===== src/design/rsbd_pkg.sv =====
// Shared types and register indexes for the RLE sprite blit decoder.
package rsbd_pkg;

  // Configuration register indexes
  localparam int unsigned CFG_IDX_W = 3;
  localparam logic [CFG_IDX_W-1:0] REG_ORIGIN_X        = 3'd0;
  localparam logic [CFG_IDX_W-1:0] REG_ORIGIN_Y        = 3'd1;
  localparam logic [CFG_IDX_W-1:0] REG_RUN_WIDTH       = 3'd2;
  localparam logic [CFG_IDX_W-1:0] REG_RUN_HEIGHT      = 3'd3;
  localparam logic [CFG_IDX_W-1:0] REG_BYTES_PER_PIXEL = 3'd4;
  localparam logic [CFG_IDX_W-1:0] REG_DEST_PITCH      = 3'd5;

  localparam int unsigned CFG_DATA_W = 12;

  // Register file contents
  typedef struct packed {
    logic [7:0]  origin_x;
    logic [7:0]  origin_y;
    logic [7:0]  run_width;
    logic [7:0]  run_height;
    logic [2:0]  bytes_per_pixel;
    logic [11:0] dest_pitch;
  } cfg_t;

  // Per-result flags
  typedef struct packed {
    logic write_valid;
    logic sprite_done;
    logic format_error;
  } flags_t;

  // Stream decode phase
  typedef enum logic [2:0] {
    PH_SKIP   = 3'b001,
    PH_OPAQUE = 3'b010,
    PH_DATA   = 3'b100
  } phase_t;

endpackage


===== src/design/rsbd_decode.sv =====
// Run-length stream decode state and per-byte step logic.
module rsbd_decode #(
  parameter int ADDR_BITS           = 20,
  parameter int MAX_BYTES_PER_PIXEL = 4
) (
  input  logic                  clk,
  input  logic                  rst_n,
  input  rsbd_pkg::cfg_t        cfg,
  input  logic                  step_en,
  input  logic [7:0]            code_byte,
  output logic                  res_valid,
  output rsbd_pkg::flags_t      res_flags,
  output logic [ADDR_BITS-1:0]  res_addr,
  output logic [7:0]            res_byte
);

  localparam int BPP_W   = $clog2(MAX_BYTES_PER_PIXEL + 1);
  localparam int CNT_W   = $clog2(255 * MAX_BYTES_PER_PIXEL + 1);
  localparam int COL_W   = 9;
  localparam int START_W = 21;

  rsbd_pkg::phase_t      phase_r, phase_nxt;
  logic [COL_W-1:0]      column_r, column_nxt;
  logic [7:0]            rows_r, rows_nxt;
  logic [ADDR_BITS-1:0]  row_base_r, row_base_nxt;
  logic [CNT_W-1:0]      copy_left_r, copy_left_nxt;
  logic [ADDR_BITS-1:0]  waddr_r, waddr_nxt;
  logic                  active_r, active_nxt;

  logic [BPP_W-1:0]           bpp;
  logic [COL_W:0]             col_sum;
  logic                       overshoot;
  logic [COL_W:0]             start_over;
  logic [19:0]                start_y;
  logic [7+BPP_W:0]           start_x;
  logic [START_W-1:0]         start_sum;
  logic [ADDR_BITS+START_W-1:0] start_ext;
  logic [COL_W+BPP_W-1:0]     col_off;
  logic [7+BPP_W:0]           copy_prod;
  logic [CNT_W-1:0]           copy_dec;
  logic                       at_row_end;
  logic [7:0]                 rows_dec;

  // Effective bytes per pixel: zero acts as one, clamp at the maximum
  always_comb begin
    if (cfg.bytes_per_pixel == 3'd0) begin
      bpp = BPP_W'(1);
    end else if (32'(cfg.bytes_per_pixel) > 32'(MAX_BYTES_PER_PIXEL)) begin
      bpp = BPP_W'(MAX_BYTES_PER_PIXEL);
    end else begin
      bpp = BPP_W'(cfg.bytes_per_pixel);
    end
  end

  // Sprite origin address
  assign start_y   = 20'(cfg.origin_y) * 20'(cfg.dest_pitch);
  assign start_x   = (8+BPP_W)'(cfg.origin_x) * (8+BPP_W)'(bpp);
  assign start_sum = START_W'(start_y) + START_W'(start_x);
  assign start_ext = {{ADDR_BITS{1'b0}}, start_sum};

  // Column arithmetic shared by the count phases
  assign col_sum    = (COL_W+1)'(column_r) + (COL_W+1)'(code_byte);
  assign overshoot  = col_sum > (COL_W+1)'(cfg.run_width);
  assign start_over = (COL_W+1)'(code_byte);
  assign col_off    = (COL_W+BPP_W)'(column_r) * (COL_W+BPP_W)'(bpp);
  assign copy_prod  = (8+BPP_W)'(code_byte) * (8+BPP_W)'(bpp);
  assign copy_dec   = (copy_left_r != '0) ? copy_left_r - CNT_W'(1) : '0;
  assign at_row_end = column_r == COL_W'(cfg.run_width);
  assign rows_dec   = rows_r - 8'd1;

  // One step of the decoder per accepted beat
  always_comb begin
    phase_nxt     = phase_r;
    column_nxt    = column_r;
    rows_nxt      = rows_r;
    row_base_nxt  = row_base_r;
    copy_left_nxt = copy_left_r;
    waddr_nxt     = waddr_r;
    active_nxt    = active_r;
    res_valid     = 1'b0;
    res_flags     = '0;
    res_addr      = '0;
    res_byte      = '0;

    if (!active_r) begin
      // Sprite start; this byte is the first skip count
      rows_nxt      = (cfg.run_height == 8'd0) ? 8'd1 : cfg.run_height;
      row_base_nxt  = start_ext[ADDR_BITS-1:0];
      copy_left_nxt = '0;
      waddr_nxt     = '0;
      phase_nxt     = rsbd_pkg::PH_SKIP;
      column_nxt    = '0;
      if (start_over > (COL_W+1)'(cfg.run_width)) begin
        res_valid              = 1'b1;
        res_flags.sprite_done  = 1'b1;
        res_flags.format_error = 1'b1;
      end else begin
        active_nxt = 1'b1;
        column_nxt = COL_W'(code_byte);
        phase_nxt  = rsbd_pkg::PH_OPAQUE;
      end
    end else begin
      case (phase_r)
        rsbd_pkg::PH_DATA: begin
          res_valid             = 1'b1;
          res_flags.write_valid = 1'b1;
          res_addr              = waddr_r;
          res_byte              = code_byte;
          waddr_nxt             = waddr_r + ADDR_BITS'(1);
          copy_left_nxt         = copy_dec;
          if (copy_dec == '0) begin
            phase_nxt = rsbd_pkg::PH_SKIP;
            if (at_row_end) begin
              rows_nxt = rows_dec;
              if (rows_dec == 8'd0) begin
                active_nxt            = 1'b0;
                copy_left_nxt         = '0;
                res_flags.sprite_done = 1'b1;
              end else begin
                column_nxt   = '0;
                row_base_nxt = row_base_r + ADDR_BITS'(cfg.dest_pitch);
              end
            end
          end
        end
        rsbd_pkg::PH_OPAQUE: begin
          if (overshoot) begin
            active_nxt             = 1'b0;
            phase_nxt              = rsbd_pkg::PH_SKIP;
            copy_left_nxt          = '0;
            res_valid              = 1'b1;
            res_flags.sprite_done  = 1'b1;
            res_flags.format_error = 1'b1;
          end else if (code_byte != 8'd0) begin
            waddr_nxt     = row_base_r + ADDR_BITS'(col_off);
            copy_left_nxt = CNT_W'(copy_prod);
            column_nxt    = col_sum[COL_W-1:0];
            phase_nxt     = rsbd_pkg::PH_DATA;
          end else if (column_r == '0) begin
            // Zero pair at the start of a row ends the sprite
            active_nxt            = 1'b0;
            phase_nxt             = rsbd_pkg::PH_SKIP;
            copy_left_nxt         = '0;
            res_valid             = 1'b1;
            res_flags.sprite_done = 1'b1;
          end else begin
            phase_nxt = rsbd_pkg::PH_SKIP;
            if (at_row_end) begin
              rows_nxt = rows_dec;
              if (rows_dec == 8'd0) begin
                active_nxt            = 1'b0;
                copy_left_nxt         = '0;
                res_valid             = 1'b1;
                res_flags.sprite_done = 1'b1;
              end else begin
                column_nxt   = '0;
                row_base_nxt = row_base_r + ADDR_BITS'(cfg.dest_pitch);
              end
            end
          end
        end
        default: begin
          // Skip count
          if (overshoot) begin
            active_nxt             = 1'b0;
            phase_nxt              = rsbd_pkg::PH_SKIP;
            copy_left_nxt          = '0;
            res_valid              = 1'b1;
            res_flags.sprite_done  = 1'b1;
            res_flags.format_error = 1'b1;
          end else begin
            column_nxt = col_sum[COL_W-1:0];
            phase_nxt  = rsbd_pkg::PH_OPAQUE;
          end
        end
      endcase
    end
  end

  // State registers
  always_ff @(posedge clk) begin
    if (!rst_n) begin
      phase_r     <= rsbd_pkg::PH_SKIP;
      column_r    <= '0;
      rows_r      <= '0;
      row_base_r  <= '0;
      copy_left_r <= '0;
      waddr_r     <= '0;
      active_r    <= 1'b0;
    end else if (step_en) begin
      phase_r     <= phase_nxt;
      column_r    <= column_nxt;
      rows_r      <= rows_nxt;
      row_base_r  <= row_base_nxt;
      copy_left_r <= copy_left_nxt;
      waddr_r     <= waddr_nxt;
      active_r    <= active_nxt;
    end
  end

endmodule


===== src/design/rle_sprite_blit_decoder.sv =====
// Top level: config registers, decode step and registered result beat.
// Each result is registered and appears in the cycle after the beat that causes it.
// Throughput: one input beat per cycle unless out_ready stalls it; the single
// output register after the decode step refills on the same edge it drains.
// Reset: synchronous active-low rst_n clears decode state and the output
// valid, and loads the config registers with their default values.
module rle_sprite_blit_decoder #(
  parameter int ADDR_BITS           = 20,
  parameter int MAX_BYTES_PER_PIXEL = 4
) (
  input  logic                             clk,
  input  logic                             rst_n,
  input  logic                             cfg_we,
  input  logic [rsbd_pkg::CFG_IDX_W-1:0]   cfg_index,
  input  logic [rsbd_pkg::CFG_DATA_W-1:0]  cfg_data,
  input  logic                             in_valid,
  output logic                             in_ready,
  input  logic [7:0]                       in_code_byte,
  output logic                             out_valid,
  input  logic                             out_ready,
  output logic                             out_write_valid,
  output logic [19:0]                      out_dest_addr,
  output logic [7:0]                       out_pixel_byte,
  output logic                             out_sprite_done,
  output logic                             out_format_error
);

  rsbd_pkg::cfg_t         cfg_r;
  logic                   in_fire;
  logic                   res_valid;
  rsbd_pkg::flags_t       res_flags;
  logic [ADDR_BITS-1:0]   res_addr;
  logic [7:0]             res_byte;
  logic [ADDR_BITS+19:0]  res_addr_ext;

  logic                   out_valid_r;
  rsbd_pkg::flags_t       out_flags_r;
  logic [19:0]            out_addr_r;
  logic [7:0]             out_byte_r;

  // Config register writes
  always_ff @(posedge clk) begin
    if (!rst_n) begin
      cfg_r.origin_x        <= 8'd0;
      cfg_r.origin_y        <= 8'd0;
      cfg_r.run_width       <= 8'd1;
      cfg_r.run_height      <= 8'd1;
      cfg_r.bytes_per_pixel <= 3'd1;
      cfg_r.dest_pitch      <= 12'd400;
    end else if (cfg_we) begin
      case (cfg_index)
        rsbd_pkg::REG_ORIGIN_X:        cfg_r.origin_x        <= cfg_data[7:0];
        rsbd_pkg::REG_ORIGIN_Y:        cfg_r.origin_y        <= cfg_data[7:0];
        rsbd_pkg::REG_RUN_WIDTH:       cfg_r.run_width       <= cfg_data[7:0];
        rsbd_pkg::REG_RUN_HEIGHT:      cfg_r.run_height      <= cfg_data[7:0];
        rsbd_pkg::REG_BYTES_PER_PIXEL: cfg_r.bytes_per_pixel <= cfg_data[2:0];
        rsbd_pkg::REG_DEST_PITCH:      cfg_r.dest_pitch      <= cfg_data[11:0];
        default: ;
      endcase
    end
  end

  // Take a beat whenever the output register is empty or draining
  assign in_ready = !out_valid_r || out_ready;
  assign in_fire  = in_valid && in_ready;

  rsbd_decode #(
    .ADDR_BITS           (ADDR_BITS),
    .MAX_BYTES_PER_PIXEL (MAX_BYTES_PER_PIXEL)
  ) u_decode (
    .clk       (clk),
    .rst_n     (rst_n),
    .cfg       (cfg_r),
    .step_en   (in_fire),
    .code_byte (in_code_byte),
    .res_valid (res_valid),
    .res_flags (res_flags),
    .res_addr  (res_addr),
    .res_byte  (res_byte)
  );

  // Fit the address to the 20-bit output field
  assign res_addr_ext = {20'd0, res_addr};

  // Output valid
  always_ff @(posedge clk) begin
    if (!rst_n) begin
      out_valid_r <= 1'b0;
    end else if (in_fire) begin
      out_valid_r <= res_valid;
    end else if (out_ready) begin
      out_valid_r <= 1'b0;
    end
  end

  // Output payload
  always_ff @(posedge clk) begin
    if (in_fire && res_valid) begin
      out_flags_r <= res_flags;
      out_addr_r  <= res_addr_ext[19:0];
      out_byte_r  <= res_byte;
    end
  end

  assign out_valid        = out_valid_r;
  assign out_write_valid  = out_flags_r.write_valid;
  assign out_dest_addr    = out_addr_r;
  assign out_pixel_byte   = out_byte_r;
  assign out_sprite_done  = out_flags_r.sprite_done;
  assign out_format_error = out_flags_r.format_error;

endmodule

===== config.mk =====
export PLATFORM = sky130hd
export DESIGN_NAME = rle_sprite_blit_decoder
export DESIGN_NICKNAME = d
export VERILOG_FILES = /design/src/design/rsbd_pkg.sv /design/src/design/rsbd_decode.sv /design/src/design/rle_sprite_blit_decoder.sv
export SDC_FILE = /design/constraint.sdc
export NUM_CORES = 1
export LEC_CHECK = 0
export ABC_AREA = 1
export BUFFER_PORTS_ARGS = -buffer_cell sky130_fd_sc_hd__buf_2
export CAP_MARGIN = 0
export CELL_PAD_IN_SITES_DETAIL_PLACEMENT = 0
export CELL_PAD_IN_SITES_GLOBAL_PLACEMENT = 1
export CORE_AREA = 4 4 194 196
export CTS_BUF_LIST = sky130_fd_sc_hd__clkbuf_2 sky130_fd_sc_hd__clkbuf_4 sky130_fd_sc_hd__clkbuf_8
export CTS_CLUSTER_SIZE = 14
export DETAILED_ROUTE_END_ITERATION = 7
export DIE_AREA = 0 0 198 200
export GPL_TIMING_DRIVEN = 1
export PLACE_DENSITY_LB_ADDON = 0.1
export SYNTH_ARGS = -nofsm -noshare
export SYNTH_HDL_FRONTEND = slang
export SYNTH_SLANG_ARGS = --single-unit

===== constraint.sdc =====
create_clock -name clk -period 5.1 [get_ports clk]
set_clock_uncertainty 0.2 [all_clocks]
set_input_delay 0.255 -clock clk [delete_from_list [all_inputs] [get_ports clk]]
set_output_delay 0.255 -clock clk [all_outputs]
set_load 0.01 [all_outputs]

[After elaboration in Yosys (flattened, before gate mapping)]
Index checks and enable logic that the tools add are counted.
Storage, ports and cells
  bits in writable memories: 0
  word-level logic and storage cells: 156
  flip-flop bits (word level): 150
  bits in read-only memories: 0
  memories: 0
  latch bits: 0
Cells by class
  $lt $le $gt $ge: 3
  $add $sub $neg: 7
  bitwise logic cells: 0
  mux-type cells: 79
  divide/modulo/power cells: 0
  multiply operators: 4
  reductions and logical operators: 25
  shift-type cells: 0
  eq/ne operators: 19
Operator list (count)
  $mux 20: 10
  $mux 10: 11
  $pmux 20 s2: 2
  $mux 9: 8
  $mux 8: 8
  $add 20x12->20: 2
  $mux 1: 21
  $ne 3x3->1 const B: 7
  $add 20x1->20 const B: 1
  $add 20x11->20: 1
  $mul 8x12->20: 1
  $pmux 10 s2: 1
  $mux 3: 6
  $pmux 9 s2: 1
  $logic_not 8->1: 2
  $pmux 8 s2: 1
  $reduce_and 2->1: 8
  $mul 9x3->12: 1
  $ne 6x6->1 const B: 2
  $mul 8x3->11: 1
  $add 9x8->10: 1
  $gt 10x8->1: 1
  $logic_not 10->1: 1
  $mul 8x3->10: 1
  23 further kinds: 38

[Longest topological paths before layout]
  depth after elaboration: 10
  mapped depth: 28
  depth with buffers taken out: 27

[Hierarchy]
Synthesis repeated with hierarchy kept, for this count alone.
Unflattened totals
  cells, all modules: 2272
  area, all modules: 15323.4 um^2
By module, submodules not included
  rsbd_decode: area each 12445.7 um^2, cells an instance 1955, sequential area each 1421.4 um^2, instances 1
  rle_sprite_blit_decoder: area each 2877.8 um^2, cells an instance 317, sequential area each 1891.8 um^2, instances 1

[Least setup slack after synthesis]
Ideal clock, no wire load.
  kind: reg2reg
  start point: register cfg_r[14] (netlist name)
  end point: register u_decode.row_base_r[18]
  setup time: 0.113 ns
  path slack: -0.393 ns
  stages on the path, launching flop included: 25
  data arrival time: 5.180 ns
  data required time: 4.787 ns
  buffers on the path: 2
  path through: dfxtp_1 > clkbuf_1 > a21oi_1 > inv_1 > clkbuf_1 > nor2_1 > fa_1 > inv_1 > fa_1 > fa_1 > fa_1 > fa_1 > inv_1 > ha_1 > inv_1 > o21ai_0 > a21oi_1 > o21ai_0 > nand2_1 > nand2_1 > nand2_1 > nand3_1 > o21ai_0 > nor2_1 > nor2_1
Between the ends
  word-level cells in the longest chain between the ends: 6
  elaborated cells on any way between the ends: 7
RTL lines
  from (decl): line rle_sprite_blit_decoder.sv:28  | rsbd_pkg::cfg_t cfg_r;
  $gt 3x3->1: line rsbd_decode.sv:48  | end else if (32'(cfg.bytes_per_pixel) > 32'(MAX_BYTES_PER_PIXEL)) begin
  $mux 3: line rsbd_decode.sv:48
  $mux 3 (*): line rsbd_decode.sv:46  | if (cfg.bytes_per_pixel == 3'd0) begin
  $mul 8x3->11 (*): line rsbd_decode.sv:57  | assign start_x = (8+BPP_W)'(cfg.origin_x) * (8+BPP_W)'(bpp);
  $add 20x11->20 (*): line rsbd_decode.sv:58  | assign start_sum = START_W'(start_y) + START_W'(start_x);
  $mux 20 (*): line rsbd_decode.sv:85  | if (!active_r) begin
  to (signal assigned): line rsbd_decode.sv:194  | row_base_r <= row_base_nxt;
  to (decl): line rsbd_decode.sv:25  | logic [ADDR_BITS-1:0] row_base_r, row_base_nxt;
Mark *: on every way between the ends. The rest lies on a longest branch, timed or not.
A chain may end at the register's enable or synchronous reset.

[Worst setup path in the final report]
  start point: register cfg_r[35] (netlist name)
  end point: register u_decode.row_base_r[19]
Between the ends
  word-level cells in the longest chain between the ends: 3
RTL lines
  $mul 8x12->20: line rsbd_decode.sv:56  | assign start_y = 20'(cfg.origin_y) * 20'(cfg.dest_pitch);
  $add 20x11->20: line rsbd_decode.sv:58
  $mux 20: line rsbd_decode.sv:85
Every way passes these cells.

==> impl_metrics.toml <==
[status]
status = "finished, final reports clean"

[die]
fp.dieH_um = 200
die-area_um2 = 39600
rows = 70
fp.dieW_um = 198
core-area_um2 = 36080
num_io_pins = 61
start_util_pct = 42.32

[critical_path]
max_stage_delay_ns = 0.54
path_cells = "buf_12, nand2_1, fa_1, fa_1, fa_1, inv_1, fa_1, inv_1, fa_1, inv_1, ha_1, nand2_1, nor3_1, nand4_1, nand3_1, nand2_1, nand3_1, o21ai_1, nor2_2, nor2_1"
r2r-end = "u_decode.row_base_r[19]$_SDFFE_PN0P_"
critPathCaptureType = "flop"
rrSetupSlack_ns = 0.21
r2r_cells = 20
worstReg2RegStart = "cfg_r[35]$_SDFFE_PN0P_"
cp.depth = 20
crit_path_frequent_cell = "fa_1"
path_max_fanout = 13
worstSetupStartpoint = "cfg_r[35]$_SDFFE_PN0P_"
endpoint = "u_decode.row_base_r[19]$_SDFFE_PN0P_"
path_buf_inv = 4
crit_family = "adder cells"
crit_type = "flop to flop"
slowest_stage = "fa_1"
crit_required_ns = 5.31
worstPathArrival_ns = 5.10
worstSetupStartpointType = "flop"

[min_path]
min_path_cells = 3
hp-class = "input port to flop"

[placement]
dp_slack_ns = -0.2549
post-dp-hpwl_mm = 34.34
port_buffers = 60
place.gp.congestion = 0.8630
placed_area_um2 = 16350

[final_layout]
antenna_cells = 0
design_area_um2 = 17290
fill_cells = 3767
drive_above_1_share_pct = 11.14
fin_nets = 2627
area_delta_synth_final_pct = 13.20

[logic_synthesis]
synth.distinct_cells = 47
yosysTopAreaCellShare_pct = 15.60
yosys_most_used_dff = "dfxtp_1"
yosys_register_bits = 150
synth_cells = 2286
yosysWarningCount = 0
synth_nets = 2539
synth_largest_area_cell = "dfxtp_1"
avgSynthCellArea_um2 = 6.680
synth_edf_count = 31
syn-cell-area_um2 = 15270
synth_area_leaders = "dfxtp_1, nand2_1, fa_1"
yosysSeqAreaShare_pct = 21.70
synthArstFlopShare_pct = 0

[clock_tree]
clk_latency_ns = 0.51
clk_pin_slew_ns = 0.09
cts-root-buf = "clkbuf_8"
cts_num_sinks = 150
cts_buffers = 17
cts_max_level = 4
cts_buffer_depth = 2
cts_tree = "built"

[sta]
tightest_slew_ns = 0.9357
finalCritPeriodShare_pct = 95.90
fin_ws_ns = 0.2091
fmax_ghz = 0.2045
fin_crit_ns = 4.891
setup_viol = 0
relSlewSlack_pct = 37.55
whs_ns = 0.02385
tns_ns = 0
hold_viol_final = 0
drv_slew = 0

[grt]
antenna_found_initial = 0
overflow = 0
first_global_vias = 14310
grtUsageTotal_pct = 22.90
grt_max_degree = 70
grt_pass1_wl_mm = 73.15

[routing]
dr.pass1.iters = 5
routed_wl_mm = 44.26
routed_via_density = 4.958
vias = 14154
drc = 0
ant_nets = 0
drtIter0Drc = 865
wl_per_cell_um = 15.50

[power_and_ir_drop]
p_leak_nw = 8.759
power_mw = 3.630
p_per_area_nw_per_um2 = 210.0
peakVddDrop_v = 0.0002027

[run]
maxCapViolations = 0
-- layout by cell type, fill, tap and decap left out, drive strengths merged, types with 6 or more instances in the layout --
master	count
a31oi	11
nand3b	7
xnor2	7
o22ai	6
ha	117
a21o	7
a21oi	135
nand3	108
nor2	293
xor2	25
fa	108
edfxtp	31
o21ai	132
buf	124
dfxtp	119
nand4	32
nand2	599
inv	409
nor3	20
nor4	7
or2	9
dlygate4sd3	20
clkbuf	21
-- sequential cells by signal, indices dropped and copies added (netlist names) --
name,count
out_format_error,1
out_sprite_done,1
u_decode.copy_left_r,10
u_decode.row_base_r,20
u_decode.rows_r,8
cfg_r,47
u_decode.active_r,1
out_dest_addr,20
u_decode.waddr_r,20
u_decode.column_r,9
out_write_valid,1
out_valid,1
out_pixel_byte,8
u_decode.phase_r,3
-- worst min-delay path, delay by kind of cell --
kind | cells | cell delay [ns]
and+or+nand+nor | 1 | 0.05
buffers and inverters | 2 | 0.26
-- how the worst min path moves through the flow --
stage / startpoint / slack, ns / to
6_report: in_code_byte[4] / 0.02 / out_pixel_byte[4]$_SDFFCE_PN0P_
5_1_grt: in_code_byte[5] / 0.01 / out_pixel_byte[5]$_SDFFCE_PN0P_
4_1_cts: in_code_byte[5] / 0.002 / out_pixel_byte[5]$_SDFFCE_PN0P_
3_5_place_dp: cfg_r[15]$_SDFFE_PN1P_ / 0.25 / cfg_r[15]$_SDFFE_PN1P_
3_3_place_gp: cfg_r[15]$_SDFFE_PN1P_ / 0.24 / cfg_r[15]$_SDFFE_PN1P_
2_1_floorplan: cfg_data[0] / 0.18 / cfg_r[15]$_SDFFE_PN1P_
-- routing by layer --
layer,global-route usage (%),vias to the layer above,wire (µm)
li1,-,7333,-
met1,31.12,6530,21350
met2,39.73,255,20970
met3,2.568,36,1386
met4,4.769,0,552
met5,0,-,0
-- final cells by class --
type | count | area (µm²) | share of cell area [%]
multi-input cells | 1653 | 10400 | 60.15
flip-flops and latches | 150 | 3332 | 19.28
inverters | 408 | 1531 | 8.860
repair buffers | 144 | 1013 | 5.863
well taps | 468 | 585.6 | 3.388
clock buffers | 21 | 276.5 | 1.600
clock inverters | 11 | 148.9 | 0.8614
-- where the power goes --
group | switching [mW] | leakage [nW] | internal (mW)
registers | 0.102 | 1.28 | 1.31
logic | 0.760 | 7.26 | 0.415
clock network | 0.522 | 0.215 | 0.523
-- cell usage after synthesis (9+ instances only) --
cell and count:
nand2_1 595, inv_1 403, nor2_1 277, a21oi_1 134, o21ai_0 131, dfxtp_1 119
ha_1 117, fa_1 108, nand3_1 104, clkbuf_1 57, edfxtp_1 31, nand4_1 29
xor2_1 25, nor3_1 19, nor2_2 15, a31oi_1 11, buf_2 9, or2_2 9
-- timing repair --
action / in CTS / in global routing
gates resized for setup: 11 / 74
pin swaps: 5 / 35
hold buffers: 20 / 0
endpoints found under the hold margin: 49 / 0
buffers inserted: 0 / 1
setup endpoints to repair: 13 / 13
-- logic make-up after synthesis --
family	count (synthesis)	share of synthesized area, %
AND/OR/NAND/NOR	1080	29.49
buffers and inverters	483	12.14
AO/OA/AOI/OAI	315	11.02
adder cells (fa/ha/maj)	225	23.75
flip-flops	150	21.70
XOR/XNOR	32	1.835
multiplexers	1	0.06555
-- stage by stage --
step,util [%],std cells
2_1_floorplan,-,2286
3_3_place_gp,45.30,2802
3_5_place_dp,45.30,2802
4_1_cts,47.11,2854
5_1_grt,47.90,2855
6_report,47.90,2855
Power figures use the tool's default switching activity.
